$ cat config.mk
export PLATFORM = sky130hd
export DESIGN_NAME = char_lcd_bus_sequencer
export DESIGN_NICKNAME = d
export VERILOG_FILES = /design/src/sv/clbs_pkg.sv /design/src/sv/clbs_datapath.sv /design/src/sv/clbs_ctrl.sv /design/src/sv/char_lcd_bus_sequencer.sv
export SDC_FILE = /design/constraint.sdc
export NUM_CORES = 1
export LEC_CHECK = 0
export ABC_AREA = 1
export BUFFER_PORTS_ARGS = -buffer_cell sky130_fd_sc_hd__clkbuf_2
export CAP_MARGIN = 20
export CORE_MARGIN = 2
export CORE_UTILIZATION = 67
export DETAILED_ROUTE_END_ITERATION = 8
export PLACE_DENSITY = 0.82
export SYNTH_ARGS = -nofsm -noshare
export SYNTH_HDL_FRONTEND = slang
export SYNTH_SLANG_ARGS = --single-unit
$ cat constraint.sdc
create_clock -name clk -period 11.5 [get_ports clk]
set_input_delay 2.875 -clock clk [delete_from_list [all_inputs] [get_ports clk]]
set_output_delay 2.875 -clock clk [all_outputs]
set_load 0.02 [all_outputs]
$ cat src/sv/clbs_pkg.sv
`timescale 1ns / 1ps
`default_nettype none
// ----------------------------------------------------------------------------
// clbs_pkg: shared types and constants
// Payload structs, command codes and controller/datapath command types.
// ----------------------------------------------------------------------------
package clbs_pkg;

  localparam int unsigned COLUMNS = 40;

  localparam logic [2:0] CMD_INSTR = 3'd0;
  localparam logic [2:0] CMD_CHAR  = 3'd1;
  localparam logic [2:0] CMD_CURS  = 3'd2;
  localparam logic [2:0] CMD_NUM   = 3'd3;
  localparam logic [2:0] CMD_CLEAR = 3'd4;
  localparam logic [2:0] CMD_INIT  = 3'd5;

  localparam logic [7:0] ROW1_OFFSET = 8'h40;
  localparam logic [7:0] ADDR_CMD    = 8'h80;
  localparam logic [7:0] ASCII_ZERO  = 8'd48;
  localparam logic [7:0] ASCII_MINUS = 8'h2d;
  localparam logic [7:0] CLEAR_BYTE  = 8'h01;

  // Reciprocal of ten: (n * DIV10_RECIP) >> 35 equals n / 10 for any 32-bit n.
  localparam logic [31:0] DIV10_RECIP = 32'hCCCCCCCD;

  typedef struct packed {
    logic [2:0]         command;
    logic [7:0]         byte_value;
    logic [5:0]         column;
    logic               row;
    logic signed [31:0] number;
  } in_req_t;

  typedef struct packed {
    logic        rs_level;
    logic [7:0]  bus_value;
    logic [15:0] wait_before_us;
    logic        last;
  } out_xfer_t;

  // Controller -> datapath commands.
  typedef struct packed {
    logic load;      // capture request
    logic div_step;  // one step of the divide by ten
    logic div_start; // start a digit extraction
    logic push_dig;  // push remainder digit
    logic pop_dig;   // pop a digit for output
  } dp_cmd_t;

  // Datapath -> controller status.
  typedef struct packed {
    logic div_done;
    logic quot_zero;
    logic dig_empty;
    logic neg;
  } dp_sts_t;

  function automatic logic [7:0] init_byte(input logic mode4, input logic [2:0] idx);
    logic [7:0] b;
    b = 8'h00;
    if (mode4) begin
      case (idx)
        3'd0: b = 8'h02;
        3'd1: b = 8'h28;
        3'd2: b = 8'h00;
        3'd3: b = 8'h0C;
        3'd4: b = 8'h00;
        3'd5: b = 8'h01;
        3'd6: b = 8'h00;
        3'd7: b = 8'h06;
        default: b = 8'h00;
      endcase
    end else begin
      case (idx[1:0])
        2'd0: b = 8'h3C;
        2'd1: b = 8'h0E;
        2'd2: b = 8'h01;
        2'd3: b = 8'h06;
        default: b = 8'h00;
      endcase
    end
    return b;
  endfunction

  function automatic logic [15:0] init_wait(input logic mode4, input logic [2:0] idx);
    logic [15:0] w;
    w = 16'd0;
    if (mode4) begin
      case (idx)
        3'd0: w = 16'd50000;
        3'd2: w = 16'd50;
        3'd4: w = 16'd50;
        3'd6: w = 16'd2000;
        default: w = 16'd10;
      endcase
    end else begin
      case (idx[1:0])
        2'd0: w = 16'd50000;
        2'd3: w = 16'd2000;
        default: w = 16'd50;
      endcase
    end
    return w;
  endfunction

endpackage
`default_nettype wire

$ cat src/sv/clbs_datapath.sv
`timescale 1ns / 1ps
`default_nettype none
// ----------------------------------------------------------------------------
// clbs_datapath: request capture and decimal conversion
// Holds the request, divides the magnitude by ten in two steps by reciprocal
// multiplication and stacks the digits.
// ----------------------------------------------------------------------------
module clbs_datapath import clbs_pkg::*; (
  input  wire logic     clk,
  input  wire logic     rst_n,
  input  wire in_req_t  req_in,
  input  wire dp_cmd_t  cmd,
  output in_req_t       req_q,
  output logic [3:0]    dig_top,
  output dp_sts_t       sts
);

  in_req_t     req_r;
  logic [31:0] quo_r, quo_nxt;
  logic [31:0] q10_r, q10_nxt;
  logic [3:0]  rem_r, rem_nxt;
  logic        phase_r, phase_nxt;
  logic        busy_r, busy_nxt;
  logic [3:0]  dig_r [10];
  logic [3:0]  sp_r, sp_nxt;
  logic [63:0] prod;
  logic [31:0] q_times10;

  assign prod      = 64'(quo_r) * 64'(DIV10_RECIP);
  assign q_times10 = {q10_r[28:0], 3'b000} + {q10_r[30:0], 1'b0};

  always_comb begin
    quo_nxt   = quo_r;
    q10_nxt   = q10_r;
    rem_nxt   = rem_r;
    phase_nxt = phase_r;
    busy_nxt  = busy_r;
    sp_nxt    = sp_r;
    if (cmd.load) begin
      quo_nxt = req_in.number[31] ? (32'd0 - req_in.number) : req_in.number;
      sp_nxt  = 4'd0;
    end
    if (cmd.div_start) begin
      rem_nxt   = 4'd0;
      phase_nxt = 1'b0;
      busy_nxt  = 1'b1;
    end else if (cmd.div_step && busy_r) begin
      if (!phase_r) begin
        // First step: the quotient from the reciprocal product.
        q10_nxt   = {3'b000, prod[63:35]};
        phase_nxt = 1'b1;
      end else begin
        // Second step: the remainder from the quotient.
        rem_nxt  = 4'(quo_r - q_times10);
        quo_nxt  = q10_r;
        busy_nxt = 1'b0;
      end
    end
    if (cmd.push_dig) sp_nxt = sp_r + 4'd1;
    else if (cmd.pop_dig) sp_nxt = sp_r - 4'd1;
  end

  always_ff @(posedge clk) begin
    if (!rst_n) begin
      busy_r  <= 1'b0;
      phase_r <= 1'b0;
      sp_r    <= 4'd0;
    end else begin
      busy_r  <= busy_nxt;
      phase_r <= phase_nxt;
      sp_r    <= sp_nxt;
    end
    if (cmd.load) req_r <= req_in;
    quo_r <= quo_nxt;
    q10_r <= q10_nxt;
    rem_r <= rem_nxt;
    if (cmd.push_dig) dig_r[sp_r] <= rem_r;
  end

  assign req_q          = req_r;
  assign dig_top        = dig_r[4'(sp_r - 4'd1)];
  assign sts.div_done   = !busy_r;
  assign sts.quot_zero  = (quo_r == 32'd0);
  assign sts.dig_empty  = (sp_r == 4'd0);
  assign sts.neg        = req_r.number[31];

endmodule
`default_nettype wire

$ cat src/sv/clbs_ctrl.sv
`timescale 1ns / 1ps
`default_nettype none
// ----------------------------------------------------------------------------
// clbs_ctrl: sequencing state machine
// Walks each request's transfers and drives the output register.
// ----------------------------------------------------------------------------
module clbs_ctrl import clbs_pkg::*; (
  input  wire logic      clk,
  input  wire logic      rst_n,
  input  wire logic      in_valid,
  output logic           in_ready,
  input  wire logic      mode4,
  input  wire in_req_t   req_q,
  input  wire logic [3:0] dig_top,
  input  wire dp_sts_t   sts,
  output dp_cmd_t        cmd,
  output out_xfer_t      out_data,
  output logic           out_valid,
  input  wire logic      out_ready
);

  typedef enum logic [5:0] {
    S_IDLE = 6'b000001,
    S_DISP = 6'b000010,
    S_DIV  = 6'b000100,
    S_DIGS = 6'b001000,
    S_EMIT = 6'b010000,
    S_INIT = 6'b100000
  } state_t;

  state_t     state_r, state_nxt;
  out_xfer_t  out_r, out_nxt;
  logic       ov_r, ov_nxt;
  logic       lo_r, lo_nxt;      // second nibble pending
  logic       minus_r, minus_nxt; // minus sign still to send
  logic [7:0] byte_r, byte_nxt;
  logic       rs_r, rs_nxt;
  logic [15:0] wt_r, wt_nxt;
  logic       fin_r, fin_nxt;    // current byte ends the request
  logic [2:0] idx_r, idx_nxt;
  logic       free;
  logic [5:0] col;

  assign free = !ov_r || out_ready;
  assign col  = (req_q.column >= 6'(COLUMNS)) ? 6'(COLUMNS - 1) : req_q.column;

  always_comb begin
    state_nxt = state_r;
    out_nxt   = out_r;
    ov_nxt    = ov_r && !out_ready;
    lo_nxt    = lo_r;
    minus_nxt = minus_r;
    byte_nxt  = byte_r;
    rs_nxt    = rs_r;
    wt_nxt    = wt_r;
    fin_nxt   = fin_r;
    idx_nxt   = idx_r;
    cmd       = '0;
    in_ready  = 1'b0;
    case (state_r)
      S_IDLE: begin
        in_ready = 1'b1;
        if (in_valid) begin
          cmd.load  = 1'b1;
          state_nxt = S_DISP;
        end
      end
      S_DISP: begin
        rs_nxt  = 1'b0;
        wt_nxt  = 16'd0;
        fin_nxt = 1'b1;
        lo_nxt  = 1'b0;
        case (req_q.command)
          CMD_INSTR: begin byte_nxt = req_q.byte_value; state_nxt = S_EMIT; end
          CMD_CHAR: begin
            byte_nxt = req_q.byte_value; rs_nxt = 1'b1; state_nxt = S_EMIT;
          end
          CMD_CURS: begin
            byte_nxt  = ADDR_CMD + {2'b00, col} + (req_q.row ? ROW1_OFFSET : 8'h00);
            state_nxt = S_EMIT;
          end
          CMD_CLEAR: begin byte_nxt = CLEAR_BYTE; state_nxt = S_EMIT; end
          CMD_NUM: begin
            minus_nxt     = sts.neg;
            cmd.div_start = 1'b1;
            state_nxt     = S_DIV;
          end
          CMD_INIT: begin idx_nxt = 3'd0; state_nxt = S_INIT; end
          default: state_nxt = S_IDLE;
        endcase
      end
      S_DIV: begin
        cmd.div_step = 1'b1;
        if (sts.div_done) begin
          cmd.push_dig = 1'b1;
          cmd.div_step = 1'b0;
          state_nxt    = S_DIGS;
        end
      end
      S_DIGS: begin
        // Quotient now holds the last dividend / 10; continue until it reaches zero.
        if (!sts.quot_zero) begin
          cmd.div_start = 1'b1;
          state_nxt     = S_DIV;
        end else if (minus_r) begin
          minus_nxt = 1'b0;
          byte_nxt  = ASCII_MINUS; rs_nxt = 1'b1; wt_nxt = 16'd0; fin_nxt = 1'b0;
          state_nxt = S_EMIT;
        end else begin
          cmd.pop_dig = 1'b1;
          byte_nxt  = ASCII_ZERO + {4'd0, dig_top};
          rs_nxt    = 1'b1; wt_nxt = 16'd0;
          fin_nxt   = 1'b0;
          state_nxt = S_EMIT;
        end
      end
      S_INIT: begin
        byte_nxt  = init_byte(mode4, idx_r);
        wt_nxt    = init_wait(mode4, idx_r);
        rs_nxt    = 1'b0;
        fin_nxt   = mode4 ? (idx_r == 3'd7) : (idx_r == 3'd3);
        idx_nxt   = idx_r + 3'd1;
        state_nxt = S_EMIT;
      end
      S_EMIT: begin
        if (free) begin
          ov_nxt    = 1'b1;
          out_nxt.rs_level = rs_r;
          if (mode4 && !lo_r) begin
            out_nxt.bus_value      = {4'd0, byte_r[7:4]};
            out_nxt.wait_before_us = wt_r;
            out_nxt.last           = 1'b0;
            lo_nxt                 = 1'b1;
          end else begin
            out_nxt.bus_value      = mode4 ? {4'd0, byte_r[3:0]} : byte_r;
            out_nxt.wait_before_us = mode4 ? 16'd0 : wt_r;
            lo_nxt                 = 1'b0;
            if (req_q.command == CMD_NUM) begin
              // The number ends once the digit stack has been emptied.
              if (sts.dig_empty) begin
                out_nxt.last = 1'b1;
                state_nxt    = S_IDLE;
              end else begin
                out_nxt.last = 1'b0;
                state_nxt    = S_DIGS;
              end
            end else begin
              out_nxt.last = fin_r;
              state_nxt    = fin_r ? S_IDLE : (req_q.command == CMD_INIT ? S_INIT : S_IDLE);
            end
          end
        end
      end
      default: state_nxt = S_IDLE;
    endcase
  end

  always_ff @(posedge clk) begin
    if (!rst_n) begin
      state_r <= S_IDLE;
      ov_r    <= 1'b0;
      lo_r    <= 1'b0;
      minus_r <= 1'b0;
      idx_r   <= 3'd0;
    end else begin
      state_r <= state_nxt;
      ov_r    <= ov_nxt;
      lo_r    <= lo_nxt;
      minus_r <= minus_nxt;
      idx_r   <= idx_nxt;
    end
    out_r  <= out_nxt;
    byte_r <= byte_nxt;
    rs_r   <= rs_nxt;
    wt_r   <= wt_nxt;
    fin_r  <= fin_nxt;
  end

  assign out_data  = out_r;
  assign out_valid = ov_r;

endmodule
`default_nettype wire

$ cat src/sv/char_lcd_bus_sequencer.sv
`timescale 1ns / 1ps
`default_nettype none
// ----------------------------------------------------------------------------
// char_lcd_bus_sequencer: character LCD bus transfer sequencer
// Turns LCD requests into register-select / data / wait transfers.
// ----------------------------------------------------------------------------
// Usage: a request enters on in_valid/in_ready with its fields in in_data.
// The block takes one request at a time; in_ready is high only while no
// request is being worked on. Each request yields one or more transfers on
// out_valid/out_ready, the final one flagged by last. Unknown commands
// produce no transfers.
// Printing a number extracts one decimal digit at a time with a two-step
// divide by ten by reciprocal multiplication, then sends the characters.
// The output sits in a register; when the receiver stalls the sequencer
// holds its place and resumes once the transfer is taken.
// Reset (rst_n low at a clock edge) returns to idle, drops any pending
// transfer and sets bus_mode to 8-bit. bus_mode is written by cfg_we and
// should change only while the block is idle.
// ----------------------------------------------------------------------------
module char_lcd_bus_sequencer import clbs_pkg::*; (
  input  wire logic      clk,
  input  wire logic      rst_n,
  input  wire logic      in_valid,
  output logic           in_ready,
  input  wire in_req_t   in_data,
  output logic           out_valid,
  input  wire logic      out_ready,
  output out_xfer_t      out_data,
  input  wire logic      cfg_we,
  input  wire logic      cfg_wdata
);

  logic       mode_r;
  in_req_t    req_q;
  logic [3:0] dig_top;
  dp_cmd_t    cmd;
  dp_sts_t    sts;

  always_ff @(posedge clk) begin
    if (!rst_n) mode_r <= 1'b0;
    else if (cfg_we) mode_r <= cfg_wdata;
  end

  clbs_datapath u_dp (
    .clk, .rst_n, .req_in(in_data), .cmd, .req_q, .dig_top, .sts
  );

  clbs_ctrl u_ctrl (
    .clk, .rst_n, .in_valid, .in_ready, .mode4(mode_r), .req_q, .dig_top,
    .sts, .cmd, .out_data, .out_valid, .out_ready
  );

endmodule
`default_nettype wire

# Word-level counts from Yosys, hierarchy flattened
# Memories as Yosys holds them, arrays and structs flattened. A register that Yosys moved wholly into a read port is not among the register bits.
# Cells that the tools add are included.
# Widths: inputs -> output; s select.
# totals
regBits	186
latch_bits	0
ramBits	40
romBits	40
out_inout_bits	28
mem_count	2
# classes
n_addsub	9
n_mul	1
div_mod_pow	0
order_cmp	1
n_eq_ne	27
shift	0
mux	71
n_bitwise	3
reduce_logical	34
# memory_table
memory	depth	word_bits	rd	rd_ports_with_merged_regs	wr	line	text
(name not given)	8	5	1	1	0	clbs_pkg.sv:63	case (idx)
u_dp.dig_r	10	4	1	0	1	clbs_datapath.sv:24	logic [3:0] dig_r [10];
# op_table
operator	n
$mux 32	5
$pmux 16 s3	2
$mul 32x32->64 const B	1
$mux 16	3
$mux 6	8
$pmux 8 s3	2
$pmux 6 s6	1
$logic_not 32->1	1
$pmux 16 s2	1
$pmux 8 s4	1
$sub 1x32->32 const A	1
$mux 1	28
$mux 8	3
$mux 21	1
$pmux 6 s3	1
$mux 4	4
$eq 3x3->1 const B	5
$eq 3x2->1 const B	4
$reduce_and 2->1	6
$reduce_bool 2->1	5
$mux 3	3
$reduce_and 3->1	3
$add 8x6->8 const A	1
$add 8x8->8	1
other kinds (35)	55

# Longest topological paths before layout
# depth
word_depth	7
ltp_mapped	30
mapped_depth_nobuf	29

# By module
# A second synthesis with hierarchy kept.
# hier_totals
hier_cells	3353
area_unflattened_um2	28723.8
# modules_own_cells
module	n_inst	cells_per_inst	area_each_um2	seq_area_each_um2
clbs_datapath	1	3032	25918.6	4414.2
clbs_ctrl	1	315	2763.9	1361.3
char_lcd_bus_sequencer	1	6	41.3	20.0

# Worst setup path after synthesis
# OpenSTA, ideal clock, no wires.
# synth_path
kind	reg-to-reg
start	reg u_dp.quo_r[20]
end	reg u_dp.q10_r[27], data pin
setup_ns	0.252
arrival_ns	5.726
t_required_ns	11.248
setup_slack_ns	5.522
stages_incl_launch_ff	26
synth_period_minus_slack_ns	5.978
path_cell_list	dfxtp_1 > inv_1 > ha_1 > inv_1 > fa_1 > inv_1 > fa_1 > inv_1 > fa_1 > inv_1 > fa_1 > fa_1 > fa_1 > inv_1 > fa_1 > inv_1 > ha_1 > nand2_1 > nor2_1 > inv_1 > nor3_2 > nand2_1 > nor3_1 > nand2_1 > nand3_1 > nand2_1
# synth_via
elab_chain_cells	1
# synth_rtl
item	line	text
start, declared	clbs_datapath.sv:19	logic [31:0] quo_r, quo_nxt;
start signal, assigned	clbs_datapath.sv:74	quo_r <= quo_nxt;
$mul 32x32->64	clbs_datapath.sv:29	assign prod = 64'(quo_r) * 64'(DIV10_RECIP);
net u_dp.prod[62]	clbs_datapath.sv:26	logic [63:0] prod;
end signal, assigned	clbs_datapath.sv:75	q10_r <= q10_nxt;
end, declared	clbs_datapath.sv:20	logic [31:0] q10_r, q10_nxt;
# The timed path passes the listed nets, and every way through them passes these cells.
# A chain may end at the register's enable or synchronous reset.

# Worst setup path after layout
# layout_path
start	reg u_dp.quo_r[2]
end	reg u_dp.q10_r[16], data pin
# The elaborated chain is that of the path after synthesis.

==> flow_metrics.env <==
export IMPL_status="finished, final reports clean"
export IMPL_slew_headroom_pct=28.3
export IMPL_critPathArrivalTime_ns=7.98
export IMPL_drt_met1_wl_um=34100
export IMPL_cts_tree="built"
export IMPL_syn_area_um2=27800
export IMPL_wirelength_um=90200
export IMPL_synth_mux_area_share_pct=0
export IMPL_ys_types=56
export IMPL_pin_count=84
export IMPL_end_kind="flop"
export IMPL_yosys_area_top_type="fa_1"
export IMPL_worst_pin_slew_ns=1.07
export IMPL_io_buffers=78
export IMPL_fmax_ghz=0.129
export IMPL_die_width_um=208
export IMPL_hold_viol_final=0
export IMPL_antenna_cells=0
export IMPL_htreeDepth=4
export IMPL_hold_path_class="flop to flop"
export IMPL_setup_violations=0
export IMPL_finClkSkew_ns=0.0224
export IMPL_yosysTopAreaCellShare_pct=27.8
export IMPL_cp_required_ns=11.72
export IMPL_synthAdderAreaFrac_pct=44.7
export IMPL_max_stage_delay_ns=0.86
export IMPL_viasPerCell=5.89
export IMPL_clk_path_buf_depth=2
export IMPL_ys_flop_type="edfxtp_1"
export IMPL_rows=74
export IMPL_die_height_um=208
export IMPL_multi_input_area_um2=19400
export IMPL_final_max_slew_violation_count=0
export IMPL_crit_chain="inv_1 > ha_1 > xor2_1 > xor2_1 > fa_1 > fa_1 > fa_1 > fa_1 > fa_1 > inv_1 > fa_1 > inv_1 > ha_1 > nand2_1 > nor2_1 > inv_1 > nor3_1 > nand3_1 > nand4_1 > nand2_1"
export IMPL_hold_buffers=0
export IMPL_cp_max_fo=10
export IMPL_yosys_warnings=0
export IMPL_mostFrequentLayoutCell="inv_1"
export IMPL_wl_met3_um=10700
export IMPL_ant_nets=0
export IMPL_dr_wl_met2_um=39500
export IMPL_yosys_area_share_simple_pct=17.1
export IMPL_layout_common_cells="885 x inv_1, 642 x nand2_1, 386 x fa_1"
export IMPL_yosys_top_cells_area="fa_1 28%, ha_1 17%, edfxtp_1 13%"
export IMPL_drt_iter0_drc=2928
export IMPL_grt_antenna_before_repair=0
export IMPL_synth_edf_count=122
export IMPL_path_delay_family="adder cells"
export IMPL_syn_to_final_growth_pct=5.57
export IMPL_dp_hpwl_um=77700
export IMPL_period_share_pct=67.4
export IMPL_post_cts_resized=0
export IMPL_grt_max_degree=64
export IMPL_root_buffer="clkbuf_16"
export IMPL_die_area_um2=43200
export IMPL_synthCells=3363
export IMPL_synth_top_family_by_area="adder cells"
export IMPL_clk_latency_ns=0.47
export IMPL_crit_type="flop to flop"
export IMPL_cts_made_buffers=17
export IMPL_grt_pass1_vias=23800
export IMPL_synth_xor_area_share_pct=1.76
export IMPL_fillers=3175
export IMPL_start_util_pct=68.0
export IMPL_cp_common_cell="fa_1"
export IMPL_grt_overflow_total=0
export IMPL_ys_seq_area_share_pct=17.5
export IMPL_syn_avg_cell_area_um2=8.28
export IMPL_grt_first_pass_wirelength_um=138000
export IMPL_ys_ff_latch=182
export IMPL_period_needed_ns=7.75
export IMPL_drc=0
export IMPL_cts_sinks=182
export IMPL_synth_compound_area_share_pct=6.10
export IMPL_avgRoutedWirePerCell_um=22.7
export IMPL_grtUsageTotal_pct=42.9
export IMPL_top_layer_used="met4"
export IMPL_fin_setup_tns_ns=0
export IMPL_slowest_stage="dfxtp_1"
export IMPL_final_nets=4250
export IMPL_gp_congestion=1.12
export IMPL_maxCapViolCount=0
export IMPL_cts_clk_slew_worst_paths_ns=0.09
export IMPL_start_kind="flop"
export IMPL_path_buf_inv=4
export IMPL_post_cts_buffers=0
export IMPL_rsz0062_at_grt="false"
export IMPL_hold_ws_ns=0.495
export IMPL_async_flop_share_pct=0
export IMPL_core_area_um2=40900
export IMPL_register_area_um2=4860
export IMPL_routed_via_count=23400
export IMPL_drive_gt1_share_pct=4.79
export IMPL_drt_pass1_iter_count=6
cells in the mapped netlist (3+ instances only):
cell and count:
fa_1 386, inv_1 885, buf_4 10, o211ai_1 18, nand2_1 642, o21bai_1 25
xor2_1 41, nor4_1 3, nor2_4 7, a21o_1 11, o21ai_1 9, buf_1 3
a21oi_1 111, edfxtp_1 122, nor2_1 243, clkbuf_1 17, nand2_2 3, inv_2 6
a31oi_1 12, nor3_1 37, nand4_1 29, dfxtp_1 60, o21ai_0 98, nand3_1 124
ha_1 377, buf_2 11, or2_2 11, nand3b_1 10, nor2_2 4, xnor2_1 15
layout make-up:
type,instances,share of cell area [%]
timing repair buffer,88,1.58
tap,532,2.26
clock inverter,15,0.694
inverter,892,11.4
clock buffer,17,1.45
sequential,182,16.5
multi-input combinational,2250,66.1
metal layers:
layer | up-vias | GRT usage [%]
li1 | 10400 | -
met1 | 11200 | 57.0
met2 | 1430 | 65.4
met3 | 319 | 10.0
met4 | 0 | 23.0
met5 | - | 0
cells by family (layout without fill, tap and decap cells):
family                   after synthesis  after routing
adder cells (fa/ha/maj)              763            763
AND/OR/NAND/NOR                     1127           1127
AO/OA/AOI/OAI                        299            299
XOR/XNOR                              56             56
other                                  1              5
buffers and inverters                935           1012
flip-flops                           182            182
final timing paths:
path | endpoint | start | cells past startpoint | slack [ns]
worst min register to register | u_ctrl.out_data[25]$_DFFE_PP_ | u_ctrl.rs_r$_DFFE_PP_ | 0 | 0.49
worst max register to register | u_dp.q10_r[16]$_DFFE_PP_ | u_dp.quo_r[2]$_DFF_P_ | 20 | 3.75
worst min-delay path | u_ctrl.out_data[25]$_DFFE_PP_ | u_ctrl.rs_r$_DFFE_PP_ | 0 | 0.49
worst max-delay path | u_dp.q10_r[16]$_DFFE_PP_ | u_dp.quo_r[2]$_DFF_P_ | 20 | 3.75
sequential cells by signal (all words and copies together) (netlist names), 3 cells and up, named ones only:
| name | count |
|---|---|
| u_dp.quo_r | 32 |
| u_dp.dig_r | 40 |
| u_dp.rem_r | 4 |
| u_ctrl.byte_r | 8 |
| u_dp.req_q | 19 |
| u_ctrl.state_r | 6 |
| u_ctrl.out_data | 17 |
| u_dp.q10_r | 29 |
| u_dp.sp_r | 4 |
| u_ctrl.wt_r | 7 |
| u_ctrl.idx_r | 3 |
stage by stage:
stage          worst slack (ns)  utilization [%]  cell area (µm²)  std cells
3_3_place_gp               4.02             70.3            28800       3943
5_1_grt                    3.67             71.8            29400       3976
6_report                   3.75             71.8            29400       3976
4_1_cts                    3.96             71.8            29400       3975
2_1_floorplan              5.52                -            27900       3367
3_5_place_dp               4.04             70.3            28800       3943
Power is not shown: default switching activity piles up to over one toggle a cycle in this logic, so the estimate is an artifact.
